--- src/design/tcsem_pkg.sv ---
// Shared types and constants of the timed counting semaphore.
`timescale 1ns / 1ps
`default_nettype none
package tcsem_pkg;

	localparam int QUEUE_DEPTH    = 16;
	localparam int THREAD_ID_BITS = 8;
	localparam int TIMER_BITS     = 16;

	localparam int QIDX_BITS  = (QUEUE_DEPTH > 1) ? $clog2(QUEUE_DEPTH) : 1;
	localparam int FILL_BITS  = $clog2(QUEUE_DEPTH + 1);
	localparam int COUNT_BITS = 16;
	localparam int CFG_BITS   = 15;
	localparam int SIG_BITS   = 16;
	localparam int WAIT_BITS  = 16;
	localparam int MODE_BITS  = 2;
	localparam int KIND_BITS  = 3;

	localparam logic [MODE_BITS-1:0] MODE_WAIT   = 2'd0;
	localparam logic [MODE_BITS-1:0] MODE_SIGNAL = 2'd1;
	localparam logic [MODE_BITS-1:0] MODE_TICK   = 2'd2;
	localparam logic [MODE_BITS-1:0] MODE_UNUSED = 2'd3;

	typedef enum logic [KIND_BITS-1:0] {
		KIND_GRANTED   = 3'd0,
		KIND_QUEUED    = 3'd1,
		KIND_RELEASED  = 3'd2,
		KIND_TIMEOUT   = 3'd3,
		KIND_SIG_DONE  = 3'd4,
		KIND_TICK_DONE = 3'd5,
		KIND_FULL      = 3'd6
	} kind_t;

	typedef struct packed {
		logic [THREAD_ID_BITS-1:0] id;
		logic [TIMER_BITS-1:0]     timer;
		logic                      timed;
	} entry_t;

	typedef struct packed {
		logic                 shift;
		logic                 load;
		logic [QIDX_BITS-1:0] load_idx;
	} queue_ctrl_t;

endpackage
`default_nettype wire

--- src/design/tcsem_cell.sv ---
// One waiter slot of the queue: loads a new entry or takes its neighbor's.
`timescale 1ns / 1ps
`default_nettype none
module tcsem_cell
	import tcsem_pkg::*;
(
	input  wire    clk,
	input  wire    load,
	input  wire    shift,
	input  entry_t load_data,
	input  entry_t next_data,
	output entry_t data
);

	entry_t data_q;

	always_ff @(posedge clk) begin
		if (load) begin
			data_q <= load_data;
		end else if (shift) begin
			data_q <= next_data;
		end
	end

	assign data = data_q;

endmodule
`default_nettype wire

--- src/design/tcsem_queue.sv ---
// Row of waiter cells; head at cell 0, shifts toward the head.
`timescale 1ns / 1ps
`default_nettype none
module tcsem_queue
	import tcsem_pkg::*;
(
	input  wire         clk,
	input  queue_ctrl_t ctrl,
	input  entry_t      load_data,
	output entry_t      head
);

	entry_t cell_data [QUEUE_DEPTH];

	for (genvar i = 0; i < QUEUE_DEPTH; i++) begin : g_cell
		entry_t next_data;
		logic   load_here;

		if (i == QUEUE_DEPTH - 1) begin : g_tail
			assign next_data = cell_data[i];
		end else begin : g_mid
			assign next_data = cell_data[i + 1];
		end

		assign load_here = ctrl.load && (ctrl.load_idx == QIDX_BITS'(i));

		tcsem_cell u_cell (
			.clk       (clk),
			.load      (load_here),
			.shift     (ctrl.shift),
			.load_data (load_data),
			.next_data (next_data),
			.data      (cell_data[i])
		);
	end

	assign head = cell_data[0];

endmodule
`default_nettype wire

--- src/design/timed_counting_semaphore.sv ---
// Top level: semaphore count, queue control sequencer and result register.
// Wait, negative signal: one result beat the cycle after start; busy stays low.
// Signal n > 0: r = min(n, fill) release beats, one per cycle, then the done beat; n = 0
//   releases the head waiter only while the count is negative. Tick: the queue rotates
//   through the head cell, one waiter per cycle, then the done beat. busy drops as the
//   done beat is set, so the next item may start on that edge. Results cannot be stalled.
//   Reset: count 0, queue empty; a config write loads the count and empties the queue.
`timescale 1ns / 1ps
`default_nettype none
module timed_counting_semaphore
	import tcsem_pkg::*;
(
	input  wire                               clk,
	input  wire                               arst_n,
	input  wire                               start,
	output logic                              busy,
	input  wire         [MODE_BITS-1:0]       mode,
	input  wire         [THREAD_ID_BITS-1:0]  thread_id,
	input  wire         [WAIT_BITS-1:0]       max_wait,
	input  wire  signed [SIG_BITS-1:0]        signal_count,
	output logic                              strobe,
	output logic        [KIND_BITS-1:0]       kind,
	output logic        [THREAD_ID_BITS-1:0]  thread_out,
	output logic signed [COUNT_BITS-1:0]      value,
	output logic                              last,
	input  wire                               cfg_valid,
	output logic                              cfg_ready,
	input  wire         [CFG_BITS-1:0]        cfg_data
);

	typedef enum logic [2:0] {
		ST_IDLE = 3'b001,
		ST_SIG  = 3'b010,
		ST_TICK = 3'b100
	} state_t;

	localparam logic signed [COUNT_BITS+1:0] SUM_MAX = 18'sd32767;
	localparam logic signed [COUNT_BITS+1:0] SUM_MIN = -18'sd32768;

	function automatic logic signed [COUNT_BITS-1:0] sat_add(
		input logic signed [COUNT_BITS-1:0] a,
		input logic signed [COUNT_BITS:0]   b
	);
		logic signed [COUNT_BITS+1:0] s;
		s = $signed({{2{a[COUNT_BITS-1]}}, a}) + $signed({b[COUNT_BITS], b});
		if (s > SUM_MAX) begin
			return SUM_MAX[COUNT_BITS-1:0];
		end else if (s < SUM_MIN) begin
			return SUM_MIN[COUNT_BITS-1:0];
		end
		return s[COUNT_BITS-1:0];
	endfunction

	state_t                          state_q, state_d;
	logic signed [COUNT_BITS-1:0]    count_q, count_d;
	logic [FILL_BITS-1:0]            fill_q, fill_d;
	logic [CFG_BITS-1:0]             rem_q, rem_d;
	logic [CFG_BITS-1:0]             add_q, add_d;
	logic [FILL_BITS-1:0]            rel_q, rel_d;
	logic [FILL_BITS-1:0]            iter_q, iter_d;
	logic                            zero_q, zero_d;

	logic                            strobe_q, strobe_d;
	kind_t                           kind_q, kind_d;
	logic [THREAD_ID_BITS-1:0]       thr_q, thr_d;
	logic signed [COUNT_BITS-1:0]    val_q, val_d;
	logic                            last_q, last_d;

	queue_ctrl_t                     qctrl;
	entry_t                          load_data;
	entry_t                          head;
	logic signed [COUNT_BITS-1:0]    dec_count;
	logic [TIMER_BITS-1:0]           wait_timer;
	logic [TIMER_BITS-1:0]           head_timer_dec;
	logic                            cfg_we;

	tcsem_queue u_queue (
		.clk       (clk),
		.ctrl      (qctrl),
		.load_data (load_data),
		.head      (head)
	);

	assign cfg_ready      = (state_q == ST_IDLE) && !start;
	assign busy           = (state_q != ST_IDLE);
	assign cfg_we         = cfg_valid && cfg_ready;
	assign dec_count      = sat_add(count_q, -17'sd1);
	assign wait_timer     = TIMER_BITS'(max_wait);
	assign head_timer_dec = (head.timer != '0) ? head.timer - 1'b1 : head.timer;

	always_comb begin
		state_d   = state_q;
		count_d   = count_q;
		fill_d    = fill_q;
		rem_d     = rem_q;
		add_d     = add_q;
		rel_d     = rel_q;
		iter_d    = iter_q;
		zero_d    = zero_q;
		strobe_d  = 1'b0;
		kind_d    = kind_q;
		thr_d     = thr_q;
		val_d     = val_q;
		last_d    = last_q;
		qctrl     = '0;
		load_data = head;

		case (state_q)
			ST_IDLE: begin
				if (cfg_we) begin
					count_d = $signed({1'b0, cfg_data});
					fill_d  = '0;
				end else if (start) begin
					case (mode)
						MODE_WAIT: begin
							strobe_d = 1'b1;
							thr_d    = thread_id;
							val_d    = '0;
							last_d   = 1'b1;
							if (!dec_count[COUNT_BITS-1]) begin
								count_d = dec_count;
								kind_d  = KIND_GRANTED;
							end else if (fill_q == FILL_BITS'(QUEUE_DEPTH)) begin
								kind_d  = KIND_FULL;
							end else begin
								count_d         = dec_count;
								qctrl.load      = 1'b1;
								qctrl.load_idx  = QIDX_BITS'(fill_q);
								load_data.id    = thread_id;
								load_data.timer = wait_timer;
								load_data.timed = (wait_timer != '0);
								fill_d          = fill_q + 1'b1;
								kind_d          = KIND_QUEUED;
							end
						end
						MODE_SIGNAL: begin
							if (signal_count < 0) begin
								strobe_d = 1'b1;
								kind_d   = KIND_SIG_DONE;
								thr_d    = '0;
								val_d    = signal_count;
								last_d   = 1'b1;
							end else begin
								rel_d   = '0;
								state_d = ST_SIG;
								if (signal_count == 0) begin
									zero_d = 1'b1;
									add_d  = CFG_BITS'(1);
									rem_d  = CFG_BITS'(count_q[COUNT_BITS-1]);
								end else begin
									zero_d = 1'b0;
									add_d  = signal_count[CFG_BITS-1:0];
									rem_d  = signal_count[CFG_BITS-1:0];
								end
							end
						end
						MODE_TICK: begin
							iter_d  = fill_q;
							state_d = ST_TICK;
						end
						default: ;
					endcase
				end
			end
			ST_SIG: begin
				strobe_d = 1'b1;
				val_d    = '0;
				if (fill_q != '0 && rem_q != '0) begin
					kind_d      = KIND_RELEASED;
					thr_d       = head.id;
					last_d      = 1'b0;
					qctrl.shift = 1'b1;
					fill_d      = fill_q - 1'b1;
					rem_d       = rem_q - 1'b1;
					rel_d       = rel_q + 1'b1;
				end else begin
					count_d = sat_add(count_q, $signed({2'b00, add_q}));
					kind_d  = KIND_SIG_DONE;
					thr_d   = '0;
					val_d   = zero_q ? '0 : $signed(COUNT_BITS'(rel_q));
					last_d  = 1'b1;
					state_d = ST_IDLE;
				end
			end
			ST_TICK: begin
				val_d = '0;
				if (iter_q == '0) begin
					strobe_d = 1'b1;
					kind_d   = KIND_TICK_DONE;
					thr_d    = '0;
					last_d   = 1'b1;
					state_d  = ST_IDLE;
				end else begin
					iter_d      = iter_q - 1'b1;
					qctrl.shift = 1'b1;
					if (head_timer_dec == '0 && head.timed) begin
						strobe_d = 1'b1;
						kind_d   = KIND_TIMEOUT;
						thr_d    = head.id;
						last_d   = 1'b0;
						count_d  = sat_add(count_q, 17'sd1);
						fill_d   = fill_q - 1'b1;
					end else begin
						// survivor goes back in at the tail
						qctrl.load      = 1'b1;
						qctrl.load_idx  = QIDX_BITS'(fill_q - 1'b1);
						load_data.timer = head_timer_dec;
					end
				end
			end
			default: begin
				state_d = ST_IDLE;
			end
		endcase
	end

	always_ff @(posedge clk or negedge arst_n) begin
		if (!arst_n) begin
			state_q  <= ST_IDLE;
			count_q  <= '0;
			fill_q   <= '0;
			rem_q    <= '0;
			add_q    <= '0;
			rel_q    <= '0;
			iter_q   <= '0;
			zero_q   <= 1'b0;
			strobe_q <= 1'b0;
		end else begin
			state_q  <= state_d;
			count_q  <= count_d;
			fill_q   <= fill_d;
			rem_q    <= rem_d;
			add_q    <= add_d;
			rel_q    <= rel_d;
			iter_q   <= iter_d;
			zero_q   <= zero_d;
			strobe_q <= strobe_d;
		end
	end

	always_ff @(posedge clk) begin
		kind_q <= kind_d;
		thr_q  <= thr_d;
		val_q  <= val_d;
		last_q <= last_d;
	end

	assign strobe     = strobe_q;
	assign kind       = kind_q;
	assign thread_out = thr_q;
	assign value      = val_q;
	assign last       = last_q;

endmodule
`default_nettype wire

--- config.mk ---
export PLATFORM = sky130hd
export DESIGN_NAME = timed_counting_semaphore
export DESIGN_NICKNAME = d
export VERILOG_FILES = /design/src/design/tcsem_pkg.sv /design/src/design/tcsem_cell.sv /design/src/design/tcsem_queue.sv /design/src/design/timed_counting_semaphore.sv
export SDC_FILE = /design/constraint.sdc
export NUM_CORES = 1
export LEC_CHECK = 0
export ABC_CLOCK_PERIOD_IN_PS = 6600
export BUFFER_PORTS_ARGS = -buffer_cell sky130_fd_sc_hd__buf_2
export CAP_MARGIN = 20
export CORE_MARGIN = 2
export CORE_UTILIZATION = 40
export CTS_CLUSTER_DIAMETER = 50
export DETAILED_ROUTE_END_ITERATION = 8
export GPL_TIMING_DRIVEN = 0
export PLACE_DENSITY_LB_ADDON = 0.2
export SLEW_MARGIN = 15
export SYNTH_ARGS = -nofsm -noshare
export SYNTH_HDL_FRONTEND = slang
export SYNTH_SLANG_ARGS = --single-unit
export TNS_END_PERCENT = 30
--- constraint.sdc ---
create_clock -name clk -period 6.6 [get_ports clk]
set_input_delay 1.65 -clock clk [delete_from_list [all_inputs] [get_ports clk]]
set_output_delay 1.65 -clock clk [all_outputs]
set_load 0.005 [all_outputs]
==> impl_metrics.env, run 1 <==
export IMPL_outcome="completed"
export IMPL_synth_top_area_cell="edfxtp_1"
export IMPL_drt_initial_drc_count=1271
export IMPL_finalCritPeriodShare_pct=83.2
export IMPL_drive_gt1_share_pct=30.0
export IMPL_p_comb_share_pct=27.4
export IMPL_hp_class="register to register"
export IMPL_tightest_slew_ns=1.04
export IMPL_cts_buffer_depth=3
export IMPL_clkPwrFrac_pct=30.7
export IMPL_ctsResizeCount=0
export IMPL_ant_nets=0
export IMPL_start_util_pct=40.5
export IMPL_synth_top_area_share_pct=52.3
export IMPL_switching_share_pct=33.9
export IMPL_dieArea_um2=63400
export IMPL_synth_fp_nets=1949
export IMPL_drv_cap=0
export IMPL_postCtsHoldBufs=0
export IMPL_grt_usage_pct=19.2
export IMPL_end_kind="register"
export IMPL_total_power_mw=10.1
export IMPL_dieHeight_um=252
export IMPL_grt_max_degree=46
export IMPL_critical_path_class="register to register"
export IMPL_numCtsBuffers=58
export IMPL_grt_pass1_vias=16078
export IMPL_chipWidth_um=252
export IMPL_cp_required_ns=6.87
export IMPL_final_nets=2120
export IMPL_instances_no_fill=2865
export IMPL_clock_latency_ns=0.65
export IMPL_yosysWarnings=0
export IMPL_syn_to_final_growth_pct=15.0
export IMPL_synthFlopType="edfxtp_1"
export IMPL_io_pins=92
export IMPL_rsz0062_at_grt="no"
export IMPL_slew_limit_headroom_pct=30.2
export IMPL_arrival_ns=5.76
export IMPL_internal_power_mw=6.66
export IMPL_portBuffers=91
export IMPL_yosys_top_cells_area="edfxtp_1 52%, mux2_2 16%, dfrtp_1 6.6%, nand2_1 2.2%, o21ai_0 1.8%"
export IMPL_yosys_register_bits=494
export IMPL_drv_slew=0
export IMPL_synth_cells=1862
export IMPL_start_kind="register"
export IMPL_grt_overflow=0
export IMPL_vias_per_cell=5.61
export IMPL_tritoncts="yes"
export IMPL_setup_violations=0
export IMPL_vias=16074
export IMPL_clkTransAtPathRegs_ns=0.06
export IMPL_fmax_mhz=182
export IMPL_seq_power_share_pct=41.9
export IMPL_synth_edf_count=428
export IMPL_power_density_nw_per_um2=357
export IMPL_p_leak_nw=9.87
export IMPL_cts_max_level=2
export IMPL_drc_errors=0
export IMPL_grt_pass1_wl_um=94500
export IMPL_ys_seq_area_share_pct=59.1
export IMPL_fin_skew_ns=0.0421
export IMPL_dpl_cell_count=2750
export IMPL_syn_area_per_cell_um2=13.2
export IMPL_routed_wl_um=61400
export IMPL_p_switching_mw=3.42
export IMPL_cts_root_buf="clkbuf_16"
export IMPL_ir_worst_vdd_mv=0.195
export IMPL_num_fill_cells=5313
export IMPL_antenna_found_initial=3
export IMPL_wl_per_cell_um=21.4
export IMPL_cp_max_fo=25
export IMPL_post_cts_buffers=0
export IMPL_finalHoldViolations=0
export IMPL_core_area_um2=60600
export IMPL_drt_pass1_iter_count=5
export IMPL_dp_hpwl_um=46200
export IMPL_synthArstFlopShare_pct=13.4
export IMPL_ys_types=85
export IMPL_synth_area_um2=24600
export IMPL_cts_sinks=494
export IMPL_fin_crit_ns=5.49
export IMPL_gp_congestion=0.952
export IMPL_rows=90
export IMPL_tns_ns=0
worst paths after layout:
path,start,to,slack [ns],depth (start not counted)
worst min-delay path,add_q[5],add_q[5],0.50,2
min in group asynchronous,arst_n,count_q[13],0.96,1
worst max-delay path,fill_q[0],u_queue.g_cell[14].u_cell.data[17],1.11,13
worst min register to register,add_q[5],add_q[5],0.50,2
max in group asynchronous,arst_n,state_q[0],5.01,2
worst max register to register,fill_q[0],u_queue.g_cell[14].u_cell.data[17],1.11,13
cells by family after synthesis:
family,after synthesis,synth area share [%]
fa+ha+maj,26,1.36
buf+inv,148,2.57
flops,494,59.1
simple gates,450,9.26
mux,383,17.7
compound gates,330,8.97
xor+xnor,31,1.11
critical path, stage by stage (launching register included):
cell and delay [ns]:
dfrtp_1 0.35, clkbuf_1 0.38, inv_1 0.20, ha_1 0.24
clkbuf_1 0.20, nor2b_1 0.21, nor2b_1 0.19, and2_1 0.27
nor4_1 0.49, clkbuf_1 0.48, a32oi_1 0.47, nor4_4 0.82
buf_6 0.25, nand2b_2 0.56
layout by cell type, fill, tap and decap left out, types with 10 or more instances in the layout:
| master | Yosys | routed |
|---|---|---|
| nand2_1 | 147 | 147 |
| o21a_1 | 16 | 16 |
| nand2b_1 | 17 | 15 |
| clkinv_1 | 1 | 14 |
| nor4_1 | 18 | 17 |
| clkbuf_1 | 82 | 93 |
| o21ai_0 | 86 | 80 |
| a21oi_1 | 68 | 68 |
| a22o_1 | 15 | 15 |
| dfrtp_1 | 65 | 65 |
| mux2_2 | 339 | 339 |
| nor2_1 | 95 | 95 |
| mux2_1 | 28 | 28 |
| nand4_1 | 13 | 13 |
| a211oi_1 | 13 | 13 |
| xor2_1 | 13 | 13 |
| or3_1 | 12 | 12 |
| a31oi_1 | 13 | 13 |
| buf_2 | 28 | 122 |
| mux2_4 | 10 | 10 |
| ha_1 | 25 | 25 |
| and3_1 | 13 | 13 |
| xnor2_1 | 18 | 18 |
| and2_1 | 18 | 18 |
| inv_1 | 28 | 28 |
| o31ai_1 | 16 | 15 |
| clkbuf_16 | 0 | 58 |
| nor3_1 | 36 | 36 |
| edfxtp_1 | 428 | 428 |
| nand3_1 | 31 | 31 |
metal layers:
layer | track usage, % | share of wire [%] | vias up
li1 | - | - | 7471
met1 | 24.9 | 43 | 7993
met2 | 32.9 | 48 | 489
met3 | 3.08 | 5.7 | 119
met4 | 6.44 | 3.1 | 2
met5 | 0 | 0.021 | -
cell usage after synthesis, types with 15 or more instances:
| library cell | n |
|---|---|
| a21oi_1 | 68 |
| a22o_1 | 15 |
| and2_1 | 18 |
| buf_2 | 28 |
| clkbuf_1 | 82 |
| dfrtp_1 | 65 |
| edfxtp_1 | 428 |
| ha_1 | 25 |
| inv_1 | 28 |
| mux2_1 | 28 |
| mux2_2 | 339 |
| nand2_1 | 147 |
| nand2b_1 | 17 |
| nand3_1 | 31 |
| nor2_1 | 95 |
| nor3_1 | 36 |
| nor4_1 | 18 |
| o21a_1 | 16 |
| o21ai_0 | 86 |
| o31ai_1 | 16 |
| xnor2_1 | 18 |
registers in the layout, indices dropped and copies added (netlist names):
name and count:
count_q 16, strobe 1, zero_q 1, thread_out 8
last 1, add_q 15, u_queue.g_cell.u_cell.data 400, rel_q 5
kind 3, value 16, fill_q 5, rem_q 15
iter_q 5, state_q 3
power groups by stage:
stage	Combinational (mW)	Sequential (mW)	Clock, mW
floorplan	1.88	4.17	0
global placement	2.61	4.29	0
detailed placement	2.71	4.29	0
CTS	2.73	4.23	3.17
global route	3.06	4.27	3.28
finish	2.77	4.23	3.09
through the flow:
| stage | utilization (%) | worst slack, ns | cell area (um2) | hold slack, ns |
|---|---|---|---|---|
| 6_report | 46.6 | 1.11 | 28300 | 0.502 |
| 5_1_grt | 46.6 | 0.643 | 28300 | 0.541 |
| 4_1_cts | 46.5 | 0.995 | 28200 | 0.510 |
| 3_5_place_dp | 43.4 | 0.964 | 26300 | 0.494 |
| 3_3_place_gp | 42.9 | -2.02 | 26000 | 0.473 |
| 2_1_floorplan | - | 0.890 | 24600 | 0.443 |
area by class of cell:
type	count	area [um2]	share of cell area [%]
flip-flops and latches	494	14500	51.3
plain buffers	119	523	1.85
clock inverters	38	337	1.19
inverters	29	109	0.385
multi-input cells	1220	9540	33.8
well taps	782	978	3.46
clock buffers	71	1520	5.38
repair buffers	111	743	2.63
diodes	1	2.50	0.00886
(Power assumes the default switching activity.)
==> inputs of run 2 (changes only) <==
--- a/config.mk
+++ b/config.mk
@@ -5,7 +5,8 @@
 export SDC_FILE = /design/constraint.sdc
 export NUM_CORES = 1
 export LEC_CHECK = 0
-export ABC_CLOCK_PERIOD_IN_PS = 6600
+export ABC_AREA = 1
+export ABC_CLOCK_PERIOD_IN_PS = 5400
 export BUFFER_PORTS_ARGS = -buffer_cell sky130_fd_sc_hd__buf_2
 export CAP_MARGIN = 20
 export CORE_MARGIN = 2
==> constraint.sdc (replaced) <==
create_clock -name clk -period 5.4 [get_ports clk]
set_input_delay 1.35 -clock clk [delete_from_list [all_inputs] [get_ports clk]]
set_output_delay 1.35 -clock clk [all_outputs]
set_load 0.005 [all_outputs]
==> run 2 against run 1 <==
Against the previous run: critical path depth grew 5; core utilization shrank 0.14 points; largest cell class unchanged; combinational power grew 87%; first-iteration DRC count grew 24%; cell area grew 1.7%; hold slack gained 0.00051 ns.
==> impl_metrics.env, run 2 <==
export IMPL_yosysMostFrequentCell="nand2_1"
export IMPL_antenna_found_initial=0
export IMPL_cts_max_level=2
export IMPL_start_kind="register"
export IMPL_synth_area_um2=25100
export IMPL_grt_max_degree=53
export IMPL_routed_wl_um=67900
export IMPL_postCtsHoldBufs=0
export IMPL_ys_types=52
export IMPL_finalHoldViolations=0
export IMPL_grt_usage_pct=21.0
export IMPL_cp_top_family="simple AND/OR/NAND/NOR gates"
export IMPL_hp_class="register to register"
export IMPL_diodes=0
export IMPL_power_density_nw_per_um2=517
export IMPL_tns_ns=0
export IMPL_total_power_mw=14.8
export IMPL_cp_max_fo=25
export IMPL_fmax_mhz=225
export IMPL_grt_pass1_wl_um=105000
export IMPL_portBuffers=91
export IMPL_outcome="completed"
export IMPL_synth_fp_nets=2900
export IMPL_ir_worst_vdd_mv=0.288
export IMPL_slowest_delay_ns=0.80
export IMPL_post_cts_buffers=0
export IMPL_crit_top_cell="nand2_2"
export IMPL_fin_skew_ns=0.0424
export IMPL_rows=91
export IMPL_syn_area_per_cell_um2=8.91
export IMPL_fin_crit_ns=4.45
export IMPL_synth_top_area_cell="edfxtp_1"
export IMPL_path_buf_inv=4
export IMPL_grt_overflow=0
export IMPL_slowest_stage="nand2_1"
export IMPL_wl_met1_um=28600
export IMPL_dieArea_um2=64700
export IMPL_topRoutingLayerUsed="met4"
export IMPL_yosys_top_cells_area="edfxtp_1 51%, nand2_1 18%, dfrtp_1 6.5%, nor2_1 2.7%, o21ai_0 2.3%"
export IMPL_final_cell_mix="1,233 x nand2_1, 428 x edfxtp_1, 177 x nor2_1"
export IMPL_synth_edf_count=428
export IMPL_ant_nets=0
export IMPL_clock_latency_ns=0.65
export IMPL_chipWidth_um=254
export IMPL_p_leak_nw=12.4
export IMPL_drt_pass1_iter_count=5
export IMPL_dieHeight_um=254
export IMPL_cts_root_buf="clkbuf_16"
export IMPL_slew_limit_headroom_pct=26.6
export IMPL_end_kind="register"
export IMPL_drt_initial_drc_count=1570
export IMPL_largest_reg_flops=400
export IMPL_vias=19592
export IMPL_vias_per_cell=5.07
export IMPL_yosysWarnings=0
export IMPL_grt_pass1_vias=19122
export IMPL_drc_errors=0
export IMPL_finalCritPeriodShare_pct=82.3
export IMPL_numCtsBuffers=61
export IMPL_drv_cap=0
export IMPL_tightest_slew_ns=1.10
export IMPL_synth_top_area_share_pct=51.3
export IMPL_gp_congestion=0.933
export IMPL_synthFlopType="edfxtp_1"
export IMPL_ctsResizeCount=0
export IMPL_num_fill_cells=5825
export IMPL_cts_sinks=494
export IMPL_final_common_cell="nand2_1"
export IMPL_drive_gt1_share_pct=11.6
export IMPL_ys_seq_area_share_pct=57.9
export IMPL_dr_wl_met3_um=3710
export IMPL_rsz0062_at_grt="no"
export IMPL_dp_hpwl_um=53200
export IMPL_clkTransAtPathRegs_ns=0.06
export IMPL_final_nets=3061
export IMPL_cts_buffer_depth=3
export IMPL_io_pins=92
export IMPL_drv_slew=0
export IMPL_cp_required_ns=5.64
export IMPL_synthArstFlopShare_pct=13.4
export IMPL_setup_violations=0
export IMPL_path_cells="inv_1 -> ha_1 -> nand2_2 -> nor2_2 -> nand2_1 -> nor2_1 -> nand3_1 -> nand2_2 -> nand3_4 -> inv_2 -> nand2_2 -> a21oi_4 -> nand2_8 -> nor2_4 -> nand2_2 -> buf_6 -> buf_2 -> nand2_1"
export IMPL_arrival_ns=4.68
export IMPL_critical_path_class="register to register"
export IMPL_yosys_register_bits=494
export IMPL_core_area_um2=61800
export IMPL_start_util_pct=40.6
export IMPL_wl_met2_um=33500
export IMPL_syn_to_final_growth_pct=14.7
export IMPL_tritoncts="yes"
export IMPL_synth_cells=2813
export IMPL_wl_per_cell_um=17.6
export IMPL_yosys_top_cells_count="1,233 x nand2_1, 428 x edfxtp_1, 179 x nor2_1, 149 x inv_1, 114 x o21ai_0"
[run 2: cell types whose count changed after synthesis, sizes merged, moves of 20 or more]
cell    change
clkbuf     -37
inv       +135
o21ai     +137
nor2      +107
buf        +43
nand2    +1114
nand3      +64
mux2      -377
nor3       -20
[run 2: kinds of logic after synthesis]
family                   count (synthesis)  synth area share (%)
AO/OA/AOI/OAI                          355                  7.90
XOR/XNOR                                38                  1.33
adder cells (fa/ha/maj)                 26                  1.33
buffers and inverters                  292                  5.37
flip-flops                             494                  57.9
AND/OR/NAND/NOR                       1608                  26.2
[run 2: per-stage QoR]
stage	std cells	util [%]	setup slack, ns	hold WS, ns	instance area [um2]
final	3863	46.5	0.954	0.503	28700
after global routing	3863	46.5	0.679	0.524	28700
after CTS	3857	46.3	0.829	0.504	28700
after detailed placement	3742	43.0	0.747	0.493	26600
after global placement	3741	43.0	0.220	0.488	26600
after floorplan	2813	-	1.52	0.457	25100
[run 2: path summary, 6_finish.rpt]
path,cells past startpoint,startpoint,slack [ns],endpoint
max in group asynchronous,2,arst_n,4.19,state_q[0]
hold reg to reg,2,u_queue.g_cell[7].u_cell.data[4],0.50,u_queue.g_cell[6].u_cell.data[4]
setup / recovery,18,count_q[0],0.95,u_queue.g_cell[3].u_cell.data[7]
min in group asynchronous,1,arst_n,0.57,count_q[5]
setup reg to reg,18,count_q[0],0.95,u_queue.g_cell[3].u_cell.data[7]
hold / removal,2,u_queue.g_cell[7].u_cell.data[4],0.50,u_queue.g_cell[6].u_cell.data[4]
[run 2: metal layers]
layer / up-vias / global-route usage (%)
met4: 0 / 6.99
li1: 9667 / -
met5: - / 0
met3: 108 / 2.90
met2: 535 / 37.2
met1: 9282 / 26.3
[run 2: report_power, final]
| part | internal [mW] | total, mW | switching (mW) |
|---|---|---|---|
| clock network | 2.35 | 4.06 | 1.71 |
| logic | 1.44 | 5.19 | 3.75 |
| registers | 5.20 | 5.60 | 0.398 |
| total | 8.99 | 14.8 | 5.86 |
[run 2: final cells by class]
| class | count | area (um2) | area share (%) |
|---|---|---|---|
| plain buffers | 125 | 709 | 2.47 |
| clock buffers | 74 | 1690 | 5.88 |
| clock inverters | 41 | 354 | 1.23 |
| inverters | 167 | 637 | 2.22 |
| multi-input cells | 2027 | 9230 | 32.1 |
| flip-flops and latches | 494 | 14500 | 50.5 |
| well taps | 837 | 1050 | 3.64 |
| repair buffers | 98 | 576 | 2.00 |
[run 2: worst register-to-register path: stages, from the launching register on]
cell and delay (ns):
dfrtp_1 0.50, inv_1 0.24, ha_1 0.26, nand2_2 0.14
nor2_2 0.19, nand2_1 0.11, nor2_1 0.10, nand3_1 0.11
nand2_2 0.21, nand3_4 0.17, inv_2 0.10, nand2_2 0.08
a21oi_4 0.25, nand2_8 0.12, nor2_4 0.22, nand2_2 0.10
buf_6 0.15, buf_2 0.19, nand2_1 0.80
